===== src/rtl/core/trq_pkg.sv =====
// Shared types and codes for the timestamp ring queue.
package trq_pkg;

	localparam int unsigned DATA_W    = 32;
	localparam int unsigned CFG_IDX_W = 2;
	localparam int unsigned CAP_W     = 7;
	localparam int unsigned STATUS_W  = 2;

	// Configuration register indexes
	localparam logic [CFG_IDX_W-1:0] REG_ENABLE       = 2'd0;
	localparam logic [CFG_IDX_W-1:0] REG_CAPACITY     = 2'd1;
	localparam logic [CFG_IDX_W-1:0] REG_SUPPLY_START = 2'd2;
	localparam logic [CFG_IDX_W-1:0] REG_SUPPLY_SIZE  = 2'd3;

	// Operation codes
	localparam logic OP_WRITE  = 1'b0;
	localparam logic OP_LOOKUP = 1'b1;

	// Result status codes
	localparam logic [STATUS_W-1:0] STATUS_OK      = 2'd0;
	localparam logic [STATUS_W-1:0] STATUS_REFUSED = 2'd1;
	localparam logic [STATUS_W-1:0] STATUS_IGNORED = 2'd2;

	localparam logic [DATA_W-1:0] PTS_NONE = 32'hFFFF_FFFF;

	typedef struct packed {
		logic [DATA_W-1:0] pts;
		logic [DATA_W-1:0] start;
		logic [DATA_W-1:0] length;
	} entry_t;

endpackage


===== src/rtl/core/trq_match.sv =====
// Range test of one entry against a folded position in the circular supply buffer.
module trq_match (
	input  trq_pkg::entry_t              entry,
	input  logic [trq_pkg::DATA_W-1:0]   pos,
	input  logic [trq_pkg::DATA_W-1:0]   buf_end,
	input  logic [trq_pkg::DATA_W-1:0]   supply_start,
	input  logic [trq_pkg::DATA_W-1:0]   supply_size,
	output logic                         hit
);

	logic [trq_pkg::DATA_W-1:0] end_addr;
	logic [trq_pkg::DATA_W-1:0] end_wrapped;
	logic                       in_head;
	logic                       in_tail;

	always_comb begin
		end_addr    = entry.start + entry.length;
		end_wrapped = entry.start + entry.length - supply_size;
		in_head     = (entry.start <= pos) && (pos < buf_end);
		in_tail     = (supply_start <= pos) && (pos < end_wrapped);
		// a range past the buffer end continues at the buffer start
		if (end_addr <= buf_end) begin
			hit = (entry.start <= pos) && (pos < end_addr);
		end else begin
			hit = in_head || in_tail;
		end
	end

endmodule


===== config.mk =====
export PLATFORM = sky130hd
export DESIGN_NAME = trq_match
export DESIGN_NICKNAME = d
export VERILOG_FILES = /design/src/rtl/core/trq_pkg.sv /design/src/rtl/core/trq_match.sv
export SDC_FILE = /design/constraint.sdc
export NUM_CORES = 1
export LEC_CHECK = 0
export ABC_AREA = 0
export ABC_CLOCK_PERIOD_IN_PS = 9500
export BUFFER_PORTS_ARGS = -buffer_cell sky130_fd_sc_hd__buf_4
export CORE_MARGIN = 2
export CORE_UTILIZATION = 56
export DETAILED_ROUTE_END_ITERATION = 8
export GPL_TIMING_DRIVEN = 0
export PLACE_DENSITY = 0.86
export RECOVER_POWER = 25
export SLEW_MARGIN = 20
export SYNTH_ARGS = -nofsm -noshare
export SYNTH_HDL_FRONTEND = slang
export SYNTH_SLANG_ARGS = --single-unit

===== constraint.sdc =====
create_clock -name vclk -period 9.5
set_input_delay 1.425 -clock vclk [all_inputs]
set_output_delay 1.425 -clock vclk [all_outputs]
set_load 0.01 [all_outputs]

==> results.md, run 1 <==
- The total power divided by cell area is roughly 100 mW/mm^2.
- The post-route total power is between 900 and 1000 uW.
- Yosys instantiated no cell more often than ha_1.
- The final design instance area without fill is 0.00925 mm^2.
- The max-slew headroom at the worst pin is 0.651.
- The post-detailed-placement cell area is 0.00922 mm^2.
- 225 I/O pins were placed.
- Timing would allow up to approximately 110 MHz.
- Relative to the synthesized area, the layout overhead comes to 22.5%.
- The arrival time of the worst setup path is 7.69 ns.
- The path category of the worst min-delay check is in2out.
- The number of standard-cell rows in the floorplan is between 40 and 50.
- The count of clock-net buffers in the final layout is 0.
- At the end of the flow the core is filled with cells to 0.701.
- The critical path endpoint category is a primary output.
- In this run, distinct cell masters in the synthesized netlist total 52.
- The final layout contains 1650 nets.
- The count of input and output buffers is about 190.
- The overflow left after global routing is 0.
- The worst hold slack after final layout is between 3 and 4 ns.
- The time the worst path needs with I/O delays and setup is ~9.1 ns.
- The final wirelength is 22.5 mm.
- Sequential cells placed in the final layout were counted as 0.
- For this design, the slowest cell found on the critical path is fa_1.
- The largest voltage drop on the vdd net is 60.9 uV.
- The post-CTS setup buffer count is 0.
- Detailed placement finished with a half-perimeter wire length of 20.1 mm.
- STA classifies the critical path startpoint as an input pin.
- The final max-slew violation count came to 0.
- Each instance of the synthesized netlist takes up on average 7.72 um^2.
- The detailed router finished its first iteration with around 550 violations.
- The share of the clock period used by the worst path is 0.960.
- The global placer's final weighted congestion is about 0.94.
- The ratio of cells with drive above 1 in the final layout is 0.174.
- In this run the standard cell core region covers 0.0132 mm^2.
- The first global-routing pass estimated 35.6 mm of wire.
- Ranked by total cell area, the synthesized netlist is headed by ha_1, a21o_1, inv_1.
- Of the post-synthesis cell area, the dominant cell type holds 0.416.
- The number of antenna diodes in the final layout is 0.
- Adding up every negative setup slack in the final design gives 0 ns.
- The fraction of the yosys area taken by sequential cells is 0.
- From left edge to right edge, the die measures 120 um.
- The number of global-route vias before repair was 7699.
- The number of hold-slack violations in the final timing report is 0.
- Dividing the detail-routed via count by the number of cells gives 6.01.
- The overall via count from detail_route is 8091.
- The standby leakage power is 0.00550 uW.
- After detailed routing, the average wire length per cell comes to between 15 and 20 um.
- For the worst setup path, the data required time is 8.08 ns.
- The initial antenna violation count is 0.
- The cell accounting for the most synthesized area is ha_1.
- The number of failing setup endpoints in the final timing report is 0.
- The initial utilization of the core area, before any placement, comes to 0.572.
- By count the netlist is led by ha_1, inv_1, a21o_1.
- The worst hold path terminates at hit.
- Max-cap violations in this run came to 0.
- The floorplan step defined a die boundary enclosing 0.0144 mm^2.
- The slew at the pin closest to its max-slew limit is 0.524 ns.
- Counting instances, the worst hold path has a depth of 6.
- The total routing resource utilization after global routing is 0.299.
- The Yosys warning count is 0.
- The flow ran to the end, and the final reports show no timing, DRC or antenna violations.
- The first-pass iteration count of the detailed router is 5.
- The pin count of the biggest net entering global routing is 9.
- The number of cells produced by synthesis is 978.
- When the netlist entered floorplanning its net count stood at 1455.
- The category of the most critical setup path is in2out.
- The start point of the worst min-delay path is pos[31].
- On the worst path, the slowest cell contributes a delay of 0.40 ns.
- The sequential cells in the finished layout cover a total of 0 um^2.
- Setup repair after global routing left no endpoint under its margin.
- The total standard cell area after synthesis is 0.00755 mm^2.
- Once detail routing completed, the nets flagged for antenna violations numbered 0.
- The floorplan die height is 120 um.
- In this run the worst path has a maximum fanout of 7.
- The number of design rule violations left after detail routing is 0.
[metal layers]
| layer | routed length, um | share of wire | vias to the layer above | global-route usage |
|---|---|---|---|---|
| li1 | - | - | 4038 | - |
| met1 | 9790 | 0.43 | 3667 | 0.386 |
| met2 | 10400 | 0.46 | 322 | 0.527 |
| met3 | 1470 | 0.065 | 64 | 0.0157 |
| met4 | 882 | 0.039 | 0 | 0.101 |
| met5 | 0 | 0 | - | 0 |
[worst max-delay path, delay by kind of cell]
kind / cells / cell delay, ns
AOI/OAI and AO/OA: 16 / 3.51
adders and majority gates: 4 / 1.12
buffers and inverters: 4 / 0.52
xor gates and xnor gates: 2 / 0.45
and+or+nand+nor: 3 / 0.38
muxes: 1 / 0.27
[cells by family (layout without fill, tap and decap cells)]
family	after synthesis	in the layout	share of synthesized area
xor gates and xnor gates	68	68	0.0789
buffers and inverters	140	333	0.0696
muxes	1	1	0.00133
AOI/OAI and AO/OA	333	333	0.298
and+or+nand+nor	183	183	0.131
adders and majority gates	253	253	0.421
[cell usage in the layout, fill, tap and decap left out, types with 7 or more instances in the layout]
master / n
nand2b_1: 16
a21oi_1: 86
a221o_1: 7
nand4_1: 45
a21o_1: 124
buf_4: 192
inv_1: 130
ha_1: 251
nor2b_1: 9
xnor2_1: 35
xor2_1: 33
and3_1: 7
nand3_1: 16
clkbuf_1: 11
a31oi_1: 8
o21bai_1: 10
and4_1: 8
o21ai_0: 36
o21a_1: 10
nor2_1: 36
o211ai_1: 7
nand2_1: 27
a211oi_1: 10
[stage by stage]
stage | setup slack, ns | instances
CTS | 0.198 | 1347
global route | 0.0389 | 1347
floorplan | 1.61 | 978
global placement | 0.388 | 1347
detailed placement | 0.246 | 1347
finish | 0.384 | 1347
[where the power goes]
| part | total (uW) | internal [uW] | switching [uW] |
|---|---|---|---|
| combinational | 925 | 428 | 497 |
| clock | 0 | 0 | 0 |
| sequential | 0 | 0 | 0 |
| total | 925 | 428 | 497 |
[final cells by class]
class	instances	area [um^2]
well taps	176	220
repair buffers	193	1450
multi-input cells	838	7060
fillers	1129	3940
plain buffers	10	37.5
inverters	130	488
[what timing repair did]
item,in CTS,in global routing
hold buffers,0,0
resized for setup,0,6
setup endpoints to repair,0,1
endpoints found under the hold margin,0,0
[worst max-delay path by stage]
| stage | from | to | cells after the start |
|---|---|---|---|
| after floorplan | entry[4] | hit | 28 |
| after global placement | entry[0] | hit | 30 |
| after detailed placement | entry[32] | hit | 30 |
| after CTS | entry[32] | hit | 30 |
| after global routing | entry[32] | hit | 30 |
| final | entry[32] | hit | 30 |
Power figures use the tool's default switching activity.
==> run 2, diff against run 1 <==
--- a/config.mk
+++ b/config.mk
@@ -8,6 +8,7 @@
 export ABC_AREA = 0
 export ABC_CLOCK_PERIOD_IN_PS = 9500
 export BUFFER_PORTS_ARGS = -buffer_cell sky130_fd_sc_hd__buf_4
+export CORE_ASPECT_RATIO = 1.1
 export CORE_MARGIN = 2
 export CORE_UTILIZATION = 56
 export DETAILED_ROUTE_END_ITERATION = 8
==> run 2 against run 1 <==
Net effect: worst setup slack lost 0.054 ns; combinational power is essentially flat; cell area down 0.46%; cell count is 1.1% lower; critical path depth decreased by 1; global-route usage is 0.73 points lower; hold slack worse by 0.073 ns; non-clock buffer count is the same; wire length decreased by 2.8%; core utilization shrank 0.15 points.
==> results.md, run 2 (synthesis results as in run 1) <==
- The run finished with clean final reports.
- The count of cells along the worst hold path is 8 (+2).
- The horizontal die dimension came to 115 um (-4.5%).
- The count of clock-net buffers in the final layout was 0 (unchanged).
- The footprint of the flip-flops and latches is 0 um^2 (unchanged).
- The standby leakage power came to 0.00550 uW (about the same).
- The initial cell density of the core came to 0.574 (+0.00141).
- Leaving out fill and tap cells, the most frequent cells in the layout are ha_1, buf_4, inv_1.
- The area of the core is 0.0132 mm^2 (-0.25%).
- The number of hold-slack violations in the final timing report was 0 (unchanged).
- Among all stages on the critical path, the largest delay is contributed by a221oi_2.
- The longest individual stage delay on the worst path was 0.49 ns (+0.09 ns).
- The startpoint identified for the worst hold timing path is pos[31].
- The core occupancy in the finished layout came to 0.700 (-0.00150).
- The final wirelength is 21.9 mm (-2.8%).
- The initial antenna violation count is 0 (unchanged).
- The count of input and output buffers was 193 (unchanged).
- The ratio of cells with drive above 1 in the final layout is 0.173 (-0.00171).
- The die area is 0.0144 mm^2 (about the same).
- The worst hold slack after final layout is 3.59 ns (-0.0730 ns).
- The number of antenna cells inserted is 0 (unchanged).
- The number of standard-cell rows in the floorplan is 44 (+4.8%).
- The biggest fanout along the worst timing path is 4 (-3).
- The slew at the pin closest to its max-slew limit is 0.799 ns (+0.274 ns).
- The via count normalized by instance count is 6.02 (+0.23%).
- The starting DRC count in detailed routing is 464 (-15%).
- The max-capacitance violation count was 0 (unchanged).
- The per-cell routed wire length is 16.4 um (-1.7%).
- The layout overhead on the synthesized area is 21.9%.
- STA classifies the critical path startpoint as an input pin.
- The hold path endpoint is hit.
- The floorplan die height is 126 um (+4.7%).
- The post-detailed-placement half-perimeter wirelength came to 19.6 mm (-2.3%).
- The post-CTS setup buffer count was 0 (unchanged).
- The total routed wire length on the met1 layer was 9.33 mm (-4.7%).
- The critical path endpoint category is a primary output.
- The arrival time of the worst setup path is 7.75 ns (+0.06 ns).
- The fmax is 109 MHz (-0.59%).
- The pin count of the biggest net entering global routing came to 9 (unchanged).
- The top-level I/O count is 225 (unchanged).
- The number of buffers added to fix hold violations after cts is 0 (unchanged).
- The number of global-route vias before repair is 7585 (-1.5%).
- The category of the most critical setup path is in2out.
- The number of design rule violations left after detail routing is 0 (unchanged).
- The first-pass iteration count of the detailed router is 5 (unchanged).
- The max-slew headroom at the worst pin is 0.466 (-0.185).
- The final max-slew violation count was 0 (unchanged).
- The share of the clock period used by the worst path was 0.965 (+0.00570).
- The total length of routed met3 wires is 1.20 mm (-18%).
- The total power divided by cell area is 100 mW/mm^2 (+0.26%).
- Setup repair after global routing left no endpoint under its margin.
- In this run the worst hold path is classified as in2out.
- The count of nets left with antenna violations after detail routing was 0 (unchanged).
- The time the worst path needs with I/O delays and setup came to 9.17 ns (+0.0542 ns).
- The most common library cell in the layout ignoring fill and taps is ha_1.
- The largest voltage drop on the vdd net is 75.1 uV (+23%).
- The topmost layer with routed signal wires is met4.
- The detailed route wirelength on metal2 is 10.6 mm (+1.9%).
- The global-route wire length before repair is 35.0 mm (-1.8%).
- The post-route setup TNS came to 0 ns (unchanged).
- The total routing resource utilization after global routing was 0.292 (-0.00727).
- The number of failing setup endpoints in the final timing report is 0 (unchanged).
- The global placer's final weighted congestion came to 0.943 (about the same).
- The required time of the worst setup path is 8.08 ns (about the same).
- The number of nets in the final layout came to 1650 (unchanged).
- The overall via count from detail_route is 8019 (-0.89%).
- The overflow left after global routing was 0 (unchanged).
- The count of sequential standard cells is 0 (unchanged).
run 2: power breakdown:
group          total (uW)  switching (uW)  internal, uW
Sequential              0               0             0
Combinational         923             497           426
Clock                   0               0             0
Total                 923             497           426
run 2: worst max-delay path: cells and delay by family:
| kind | cells | cell delay [ns] |
|---|---|---|
| AOI/OAI and AO/OA | 14 | 3.00 |
| buffers and inverters | 2 | 0.26 |
| and+or+nand+nor | 7 | 1.52 |
| adders and majority gates | 3 | 0.99 |
| muxes | 1 | 0.14 |
| xor gates and xnor gates | 2 | 0.39 |
run 2: final cells by class:
| cell class | instances | area, um^2 |
|---|---|---|
| well taps | 161 | 201 |
| inverters | 130 | 488 |
| fillers | 1161 | 3950 |
| plain buffers | 10 | 37.5 |
| repair buffers | 193 | 1450 |
| multi-input cells | 838 | 7030 |
run 2: how the worst max path moves through the flow:
stage	to	depth (start not counted)	start	slack, ns
finish	hit	29	entry[4]	0.33
global route	hit	30	entry[32]	0.05
CTS	hit	30	entry[32]	0.29
detailed placement	hit	30	entry[32]	0.32
global placement	hit	30	entry[32]	0.40
floorplan	hit	28	entry[4]	1.61
run 2: what timing repair did:
action	CTS	global route
setup endpoints to repair	0	1
gates resized for setup	0	3
endpoints found under the hold margin	0	0
run 2: through the flow:
stage / cells / cell area, um^2 / total power (uW) / worst slack, ns
6_report: 1332 / 9200 / 923 / 0.330
5_1_grt: 1332 / 9200 / 1030 / 0.0502
4_1_cts: 1332 / 9200 / 909 / 0.285
3_5_place_dp: 1332 / 9200 / 903 / 0.315
3_3_place_gp: 1332 / 9200 / 873 / 0.395
2_1_floorplan: 978 / 7550 / 656 / 1.61
run 2: per-layer routing:
metal,up-vias,GRT usage
met3,54,0.0159
li1,4033,-
met5,-,0
met1,3638,0.375
met4,0,0.0858
met2,294,0.522
==> run 3, diff against run 2 <==
--- a/config.mk
+++ b/config.mk
@@ -13,7 +13,7 @@
 export CORE_UTILIZATION = 56
 export DETAILED_ROUTE_END_ITERATION = 8
 export GPL_TIMING_DRIVEN = 0
-export PLACE_DENSITY = 0.86
+export PLACE_DENSITY_LB_ADDON = 0.2
 export RECOVER_POWER = 25
 export SLEW_MARGIN = 20
 export SYNTH_ARGS = -nofsm -noshare
==> run 3 against run 2 <==
Net effect: fmax grew 1.6%; hold slack got worse by 0.027 ns; highest routed layer unchanged; combinational power barely moved; global-route usage grew 0.16 points; total power fell by 0.25%; flip-flop and latch count unchanged; critical path type unchanged; critical endpoint unchanged; count of clock-buffer cells in the layout unchanged; cell count is the same.
==> results.md, run 3 (synthesis results as in run 1) <==
- The count of input and output buffers is 193 (unchanged).
- The slew at the pin closest to its max-slew limit came to 0.525 ns (-0.273 ns).
- The floorplan die height is 126 um (unchanged).
- The largest voltage drop on the vdd net was 64.0 uV (-15%).
- The number of hold-slack violations in the final timing report is 0 (unchanged).
- Leaving out fill and tap cells, the most frequent cells in the layout are ha_1, buf_4, inv_1.
- The number of design rule violations left after detail routing came to 0 (unchanged).
- The first-pass iteration count of the detailed router is 5 (unchanged).
- The share of the clock period used by the worst path is 0.950 (-0.0155).
- The overflow left after global routing came to 0 (unchanged).
- The number of nets in the final layout was 1650 (unchanged).
- The post-CTS setup buffer count is 0 (unchanged).
- The run finished with clean final reports.
- The pin count of the biggest net entering global routing is 9 (unchanged).
- The count of cells along the worst hold path was 8 (unchanged).
- The library cell used most frequently in the layout, excluding fill and tap cells, is ha_1.
- The post-detailed-placement half-perimeter wirelength came to 19.5 mm (-0.82%).
- The initial antenna violation count is 0 (unchanged).
- Compared with the post-synthesis result, the final layout area differs by 22.3%.
- The number of failing setup endpoints in the final timing report is 0 (unchanged).
- The critical path buffer and inverter count is 2 (unchanged).
- The worst setup path is launched from an input pin.
- The total internal power is 427 uW (+0.18%).
- The number of filler cells placed in the layout was 1167 (+0.52%).
- The footprint of the flip-flops and latches is 0 um^2 (unchanged).
- The overall via count from detail_route is 7874 (-1.8%).
- The final max-slew violation count came to 0 (unchanged).
- In this run the worst setup path begins at entry[4].
- The per-cell routed wire length was 16.2 um (-1.7%).
- The number of standard-cell rows in the floorplan was 44 (unchanged).
- The cell family with the largest share of critical-path delay is compound AO/OA/AOI/OAI gates.
- Setup repair after global routing left no endpoint under its margin.
- The start point of the worst min-delay path is pos[31].
- The arrival time of the worst setup path is 7.60 ns (-0.15 ns).
- The standby leakage power is 0.00550 uW (about the same).
- The via count normalized by instance count is 5.91 (-1.8%).
- The fmax is 111 MHz (+1.6%).
- The top-level I/O count is 225 (unchanged).
- The longest individual stage delay on the worst path is 0.44 ns (-0.05 ns).
- The final wirelength is 21.5 mm (-1.7%).
- The worst hold path belongs to the class in2out.
- The count of clock-net buffers in the final layout was 0 (unchanged).
- The global placer's final weighted congestion is 0.985 (+4.4%).
- The starting DRC count in detailed routing is 389 (-16%).
- The switching portion of total power is 0.536 (-0.00200).
- The total routing resource utilization after global routing came to 0.293 (+0.00156).
- The ratio of cells with drive above 1 in the final layout is 0.174 (+0.00171).
- The max-capacitance violation count is 0 (unchanged).
- The required time of the worst setup path came to 8.08 ns (about the same).
- The number of global-route vias before repair is 7568 (-0.22%).
- The path with the worst hold slack has its endpoint at hit.
- The area of the core came to 0.0132 mm^2 (unchanged).
- The time the worst path needs with I/O delays and setup came to 9.02 ns (-0.147 ns).
- The share of power burned in registers was 0 (unchanged).
- The die area was 0.0144 mm^2 (unchanged).
- The critical path's slowest cell is a221o_1.
- The post-route setup TNS was 0 ns (unchanged).
- The count of nets left with antenna violations after detail routing is 0 (unchanged).
- The total power divided by cell area came to 99.8 mW/mm^2 (-0.51%).
- The initial cell density of the core is 0.574 (unchanged).
- The horizontal die dimension is 115 um (unchanged).
- The count of sequential standard cells is 0 (unchanged).
- The worst setup path is captured at a primary output.
- The max-slew headroom at the worst pin came to 0.648 (+0.182).
- The global-route wire length before repair is 35.1 mm (+0.26%).
- The footprint of the multi-input gates was 0.00706 mm^2 (+0.34%).
- The number of antenna cells inserted is 0 (unchanged).
- The switching power of the nets is 494 uW (-0.62%).
- The biggest fanout along the worst timing path is 4 (unchanged).
- The critical path is of the in2out type.
- The worst hold slack after final layout is 3.56 ns (-0.0271 ns).
- The relative contribution of the clock network to total power is 0 (unchanged).
- The combinational share of power came to 1.000 (about the same).
run 3: metrics by stage:
step	util	worst slack, ns	instance area, um^2	cells	total power, uW
after floorplan	-	1.61	7550	978	656
after global placement	0.699	0.364	9200	1332	880
after detailed placement	0.699	0.336	9200	1332	904
after CTS	0.699	0.308	9200	1332	910
after global routing	0.701	0.0299	9230	1332	1040
final	0.701	0.477	9230	1332	921
run 3: what timing repair did:
action                     CTS  global route
resized for setup            0             6
setup endpoints to repair    0             1
hold buffers                 0             0
run 3: worst max path at each step:
stage,to,slack (ns),cells past startpoint
final,hit,0.48,29
after global placement,hit,0.36,30
after detailed placement,hit,0.34,30
after global routing,hit,0.03,30
after CTS,hit,0.31,30
after floorplan,hit,1.61,28
run 3: worst min-delay path, stage by stage:
cell	delay (ns)
buf_4	0.10
ha_1	0.13
a21oi_1	0.04
o21ai_0	0.07
a21oi_1	0.06
o21ai_0	0.07
mux2i_1	0.10
clkbuf_1	0.14
run 3: layout make-up:
class | instances | share of cell area
Timing Repair Buffer | 193 | 0.157
Buffer | 10 | 0.00407
Inverter | 130 | 0.0529
Tap cell | 161 | 0.0218
Multi-Input combinational cell | 838 | 0.765
run 3: power groups by stage:
stage	logic [uW]	registers, uW	clock network, uW
after floorplan	656	0	0
after global placement	880	0	0
after detailed placement	904	0	0
after CTS	910	0	0
after global routing	1040	0	0
final	921	0	0
run 3: per-layer routing:
layer | global-route usage | part of all wire
met1 | 0.389 | 0.44
met2 | 0.511 | 0.46
met3 | 0.0255 | 0.064
met4 | 0.0702 | 0.029
met5 | 0 | 0
